<file path="src/hw/rtl/msq_pkg.sv">
package msq_pkg;

    localparam int MAX_NOTES = 256;
    localparam int ADDR_W    = $clog2(MAX_NOTES);
    localparam int IDX_W     = 8;
    localparam int IDX_EXT_W = (ADDR_W > IDX_W) ? ADDR_W : IDX_W;
    localparam int LEN_CAP   = (MAX_NOTES < 256) ? MAX_NOTES : 256;

    // Event codes
    localparam logic [1:0] EV_NONE  = 2'd0;
    localparam logic [1:0] EV_START = 2'd1;
    localparam logic [1:0] EV_STOP  = 2'd2;

    // Item kinds
    localparam logic KIND_TICK = 1'b0;
    localparam logic KIND_LOAD = 1'b1;

    // Register indexes
    localparam logic [1:0] REG_QUARTER_MS   = 2'd0;
    localparam logic [1:0] REG_PAUSE_LENGTH = 2'd1;
    localparam logic [1:0] REG_SONG_LENGTH  = 2'd2;

    localparam logic [15:0] QUARTER_MS_RST   = 16'd500;
    localparam logic [15:0] PAUSE_LENGTH_RST = 16'd0;
    localparam logic [8:0]  SONG_LENGTH_RST  = 9'd1;

    typedef struct packed {
        logic [15:0] quarter_ms;
        logic [15:0] pause_length;
        logic [8:0]  eff_len;
    } cfg_t;

    // Advance an index by one, wrapping at the effective song length.
    function automatic logic [IDX_W-1:0] next_index(input logic [IDX_W-1:0] idx,
                                                   input logic [8:0] eff_len);
        logic [8:0] s;
        s = {1'b0, idx} + 9'd1;
        return (s >= eff_len) ? '0 : s[IDX_W-1:0];
    endfunction

    function automatic logic in_table(input logic [IDX_W-1:0] idx);
        logic [IDX_EXT_W:0] e;
        e = (IDX_EXT_W + 1)'(idx);
        return e < (IDX_EXT_W + 1)'(MAX_NOTES);
    endfunction

    function automatic logic [ADDR_W-1:0] to_addr(input logic [IDX_W-1:0] idx);
        logic [IDX_EXT_W-1:0] e;
        e = IDX_EXT_W'(idx);
        return e[ADDR_W-1:0];
    endfunction

endpackage

</file>
<file path="src/hw/rtl/msq_cfg.sv">
module msq_cfg
    import msq_pkg::*;
(
    input  logic        clk,
    input  logic        rst_n,
    input  logic        cfg_valid,
    output logic        cfg_ready,
    input  logic [1:0]  cfg_index,
    input  logic [15:0] cfg_data,
    output cfg_t        cfg
);

    logic [15:0] quarter_ms_reg;
    logic [15:0] pause_length_reg;
    logic [8:0]  song_length_reg;
    logic [8:0]  eff_len;

    always_ff @(posedge clk or negedge rst_n)
    begin
        if (!rst_n)
        begin
            quarter_ms_reg   <= QUARTER_MS_RST;
            pause_length_reg <= PAUSE_LENGTH_RST;
            song_length_reg  <= SONG_LENGTH_RST;
        end
        else if (cfg_valid)
        begin
            unique case (cfg_index)
                REG_QUARTER_MS:   quarter_ms_reg   <= cfg_data;
                REG_PAUSE_LENGTH: pause_length_reg <= cfg_data;
                REG_SONG_LENGTH:  song_length_reg  <= cfg_data[8:0];
                default:          ;
            endcase
        end
    end

    // Clamp to the table size, and treat zero as one note.
    always_comb
    begin
        eff_len = song_length_reg;
        if (eff_len > 9'(LEN_CAP))
        begin
            eff_len = 9'(LEN_CAP);
        end
        if (eff_len == 9'd0)
        begin
            eff_len = 9'd1;
        end
    end

    assign cfg_ready        = 1'b1;
    assign cfg.quarter_ms   = quarter_ms_reg;
    assign cfg.pause_length = pause_length_reg;
    assign cfg.eff_len      = eff_len;

endmodule

</file>
<file path="config.mk">
export PLATFORM = sky130hd
export DESIGN_NAME = msq_cfg
export DESIGN_NICKNAME = d
export VERILOG_FILES = /design/src/hw/rtl/msq_pkg.sv /design/src/hw/rtl/msq_cfg.sv
export SDC_FILE = /design/constraint.sdc
export NUM_CORES = 1
export LEC_CHECK = 0
export BUFFER_PORTS_ARGS = -buffer_cell sky130_fd_sc_hd__buf_4
export CORE_AREA = 2 2 78 80
export DETAILED_ROUTE_END_ITERATION = 10
export DIE_AREA = 0 0 80 82
export GPL_TIMING_DRIVEN = 0
export SLEW_MARGIN = 20
export SYNTH_ARGS = -nofsm -noshare
export SYNTH_HDL_FRONTEND = slang
export SYNTH_SLANG_ARGS = --single-unit
</file>
<file path="constraint.sdc">
create_clock -name clk -period 1.8 [get_ports clk]
set_input_delay 0.27 -clock clk [delete_from_list [all_inputs] [get_ports clk]]
set_output_delay 0.27 -clock clk [all_outputs]
set_load 0.005 [all_outputs]
</file>
* Word-level counts from Yosys, hierarchy flattened *
Index checks and enable logic that the tools add are counted.

operators by class
  add/sub/neg operators = 0
  multiply operators = 0
  divide/modulo/power cells = 0
  magnitude comparators = 1
  eq/ne operators = 2
  shift operators = 0
  muxes and demuxes = 2
  bitwise gates (word level) = 0
  reductions and logical operators = 5

operator list
  operator                                        count
  2-to-1 mux 9 bit                                2
  > comparator 9 bit (second input constant)      1
  zero test 9 bit                                 1
  AND reduction 2 bit                             3
  == test 2 x 1 -> 1 bit (second input constant)  1
  == test 2 bit (second input constant)           1
  zero test 2 bit                                 1

storage, ports and cells
  bits in registers = 41
  latch bits = 0
  RAM bits = 0
  ROM bits = 0
  input port bits = 21
  output and inout port bits = 42
  word-level logic and storage cells = 13
  memories = 0

* Longest topological paths before layout *
  depth after elaboration = 4
  mapped depth = 3
  mapped depth without buffers = 2

* Worst setup path after synthesis *
No wires, ideal clock.

  path type = register -> output
  start point = register song_length_reg[8]
  end point = output port cfg[0] in the netlist's numbering
  arrival time = 1.065 ns
  slack = 0.465 ns
  cell stages (with the launch flop) = 4
  buffers on the path = 1
  cell sequence = dfrtp_1 -> clkbuf_1 -> or4_1 -> o22ai_1

RTL lines
  element                 line           source
  start, declared         msq_cfg.sv:15  logic [8:0] song_length_reg;
  start signal, assigned  msq_cfg.sv:31  REG_SONG_LENGTH: song_length_reg <= cfg_data[8:0];
  end, declared           msq_cfg.sv:10  output cfg_t cfg

==> summary.txt <==
Run status
  • Outcome: finished, final reports clean

Global routing
  • Largest net degree at the start of global routing: 42
  • GRT Total Usage: 0.120
  • First-pass GRT wire length: 5820 um
  • GR Overflow Total: 0
  • Initial antenna violation count: 0
  • Vias in the first global route: 1152

Final layout
  • Area growth from synthesis to layout: 41.9%
  • Non-filler cells, final: 249
  • Antenna diode count: 0
  • Share of layout cells above drive strength 1: 0.736
  • Fill cells: 567
  • Util after Layout: 0.406
  • Most common cell after layout, fill and taps aside: buf_4
  • Most frequent cells in the layout: 65 x buf_4, 41 x mux2_2, 33 x dfrtp_1, 7 x nor2b_1, 7 x dfstp_2
  • Nets: 194

Die
  • Core area: 5750 sq um
  • Initial core utilization: 0.286
  • IO Count: 63
  • Row count: 28
  • Chip width: 80 um
  • Die ar.: 6560 sq um
  • Die height: 82 um

STA
  • Max-slew violations: 0
  • Worst setup slack after layout: 0.0316 ns
  • Period utilization: 0.982
  • F_max: 565 MHz
  • Final setup TNS: 0 ns
  • Worst slew margin: 0.653
  • RSZ-0062 raised after global routing: true
  • Worst-Margin Slew: 0.521 ns
  • # setup viols final: 0
  • Final Hold Fails: 0
  • Post-Route Skew: 0 ns
  • Minimum clock period: 1.77 ns

Clock network
  • Clock transition at path regs: 0.08 ns
  • CTS tree: done
  • Sink Count: 41
  • Clock tree root buffer cell: clkbuf_8
  • CTS max path bufs: 2
  • TritonCTS Buffers: 5
  • Latest clock arrival within the worst-skew pair: 0.28 ns
  • H-tree level count: 2

Critical path
  • Crit path launch: song_length_reg[2]
  • Reg2Reg Setup Slack: 0.92 ns
  • CP required: 1.53 ns
  • Max FO, Critical Path: 3
  • CP endpoint: cfg[0]
  • CP Capture Type: primary output
  • Worst R2R Path Depth: 2
  • Delay of the slowest critical-path stage: 0.54 ns
  • Worst r2r src: song_length_reg[1]
  • Worst Path Arrival: 1.50 ns
  • R2r endpoint: song_length_reg[1]
  • CP startpoint kind: flop
  • CP Class: flop to primary output
  • Worst path cell trace: or4_4, o22ai_2, buf_4
  • CP max stage cell: or4_4

Logic synthesis
  • Mapped Cells: 102
  • Mapped cell area: 1640 sq um
  • Syn_nets: 123
  • Warnings from Yosys: 0
  • Top post-synthesis cells by area: dfrtp_1 52%, mux2_2 28%, dfstp_2 11%
  • Synth Register Bits: 41
  • Post-synthesis sequential area ratio: 0.629
  • Yosys cell types: 14
  • Leading area contributor after synthesis: dfrtp_1
  • Mean post-synth cell area: 16.1 sq um
  • Post-synth top area share: 0.518

Placed design
  • Dpl hpwl: 2800 um
  • GPL Wtd Cong: 0.722
  • Port Buffers: 61
  • Worst slack at placement: 0.212 ns
  • DP Cell Count: 238

Power
  • Leak Pwr: 0.00107 uW
  • PD cells: 1060 nW/um^2
  • VDD IR-drop max: 0.445 mV
  • Clk pwr share: 0.248
  • Cell-internal power: 1850 uW
  • Power Total: 2460 uW
  • Power share of the sequential group: 0.496
  • Sw Share: 0.250
  • Comb power frac: 0.256
  • P_sw: 616 uW

Detailed routing
  • Per-cell routed wire length: 15.2 um
  • Initial DRC count: 24
  • Via Count: 1084
  • Total routed wirelength: 3790 um
  • Drt drc: 0
  • Vias/cell: 4.35
  • First-pass DRT Iterations: 2
  • Remaining antenna violation count after routing: 0

Worst hold path
  • Hold Path Class: input pin to flop

Flow run
  • Max cap viols: 0
==> routing by layer <==
layer	track usage	routed length (um)
met1	0.132	1450
met2	0.218	2000
met3	0.0440	295
met4	0.0356	37
met5	0	0
==> synthesized netlist by cell type <==
master	instances
or4_1	2
dfrtp_1	34
conb_1	1
nand3b_2	1
mux2_2	41
o22ai_1	1
nor3b_4	1
dfstp_2	7
inv_1	1
nand3b_1	1
buf_4	1
nor2b_1	7
clkbuf_1	2
buf_6	2
==> layout make-up <==
cell class | count | area, sq um | share of cell area
plain buffers | 4 | 33.8 | 0.0145
clock buffers | 7 | 86.3 | 0.0370
clock inverters | 1 | 7.51 | 0.00322
inverters | 1 | 3.75 | 0.00161
multi-input cells | 55 | 582 | 0.249
flip-flops and latches | 41 | 1040 | 0.444
well taps | 75 | 93.8 | 0.0402
repair buffers | 65 | 490 | 0.210
==> power groups by stage <==
| stage | registers [uW] | logic, uW | clock network (uW) |
|---|---|---|---|
| after floorplan | 1220 | 229 | 0 |
| after global routing | 1250 | 684 | 686 |
| after detailed placement | 1240 | 616 | 0 |
| after CTS | 1230 | 613 | 641 |
| after global placement | 1220 | 601 | 0 |
| final | 1220 | 630 | 611 |
==> critical path: cells and delay by family (launching register included) <==
kind                   cells  cell delay (ns)
AND/OR/NAND/NOR            1             0.54
flip-flops                 1             0.39
AO/OA/AOI/OAI              1             0.14
buffers and inverters      1             0.13
==> logic make-up after synthesis <==
group	synth area share
other	0.00228
muxes	0.281
AOI/OAI and AO/OA	0.00381
DFF	0.629
buffers and inverters	0.0251
and+or+nand+nor	0.0586
==> how the worst min path moves through the flow <==
| stage | startpoint | end | slack [ns] | cells after the start |
|---|---|---|---|---|
| global route | cfg_data[10] | pause_length_reg[10] | 0.20 | 2 |
| detailed placement | rst_n | pause_length_reg[11] | 0.28 | 1 |
| floorplan | rst_n | pause_length_reg[0] | -0.03 | 0 |
| finish | cfg_data[12] | quarter_ms_reg[12] | 0.22 | 2 |
| global placement | rst_n | pause_length_reg[9] | 0.27 | 1 |
| CTS | cfg_data[10] | quarter_ms_reg[10] | 0.21 | 2 |
==> metrics by stage <==
stage | cell area [sq um] | hold slack (ns)
floorplan | 1640 | -0.0256
global placement | 2200 | 0.266
CTS | 2310 | 0.209
finish | 2330 | 0.223
detailed placement | 2200 | 0.279
global route | 2330 | 0.202
==> timing repair <==
action,4_1_cts,5_1_grt
setup buffers,0,3
cloned,0,0
hold buffers,1,0
pin swaps,0,2
setup endpoints to repair,1,1
hold endpoints to repair,34,0
resized for setup,2,2
No activity file was read; power rests on OpenSTA's default activity.
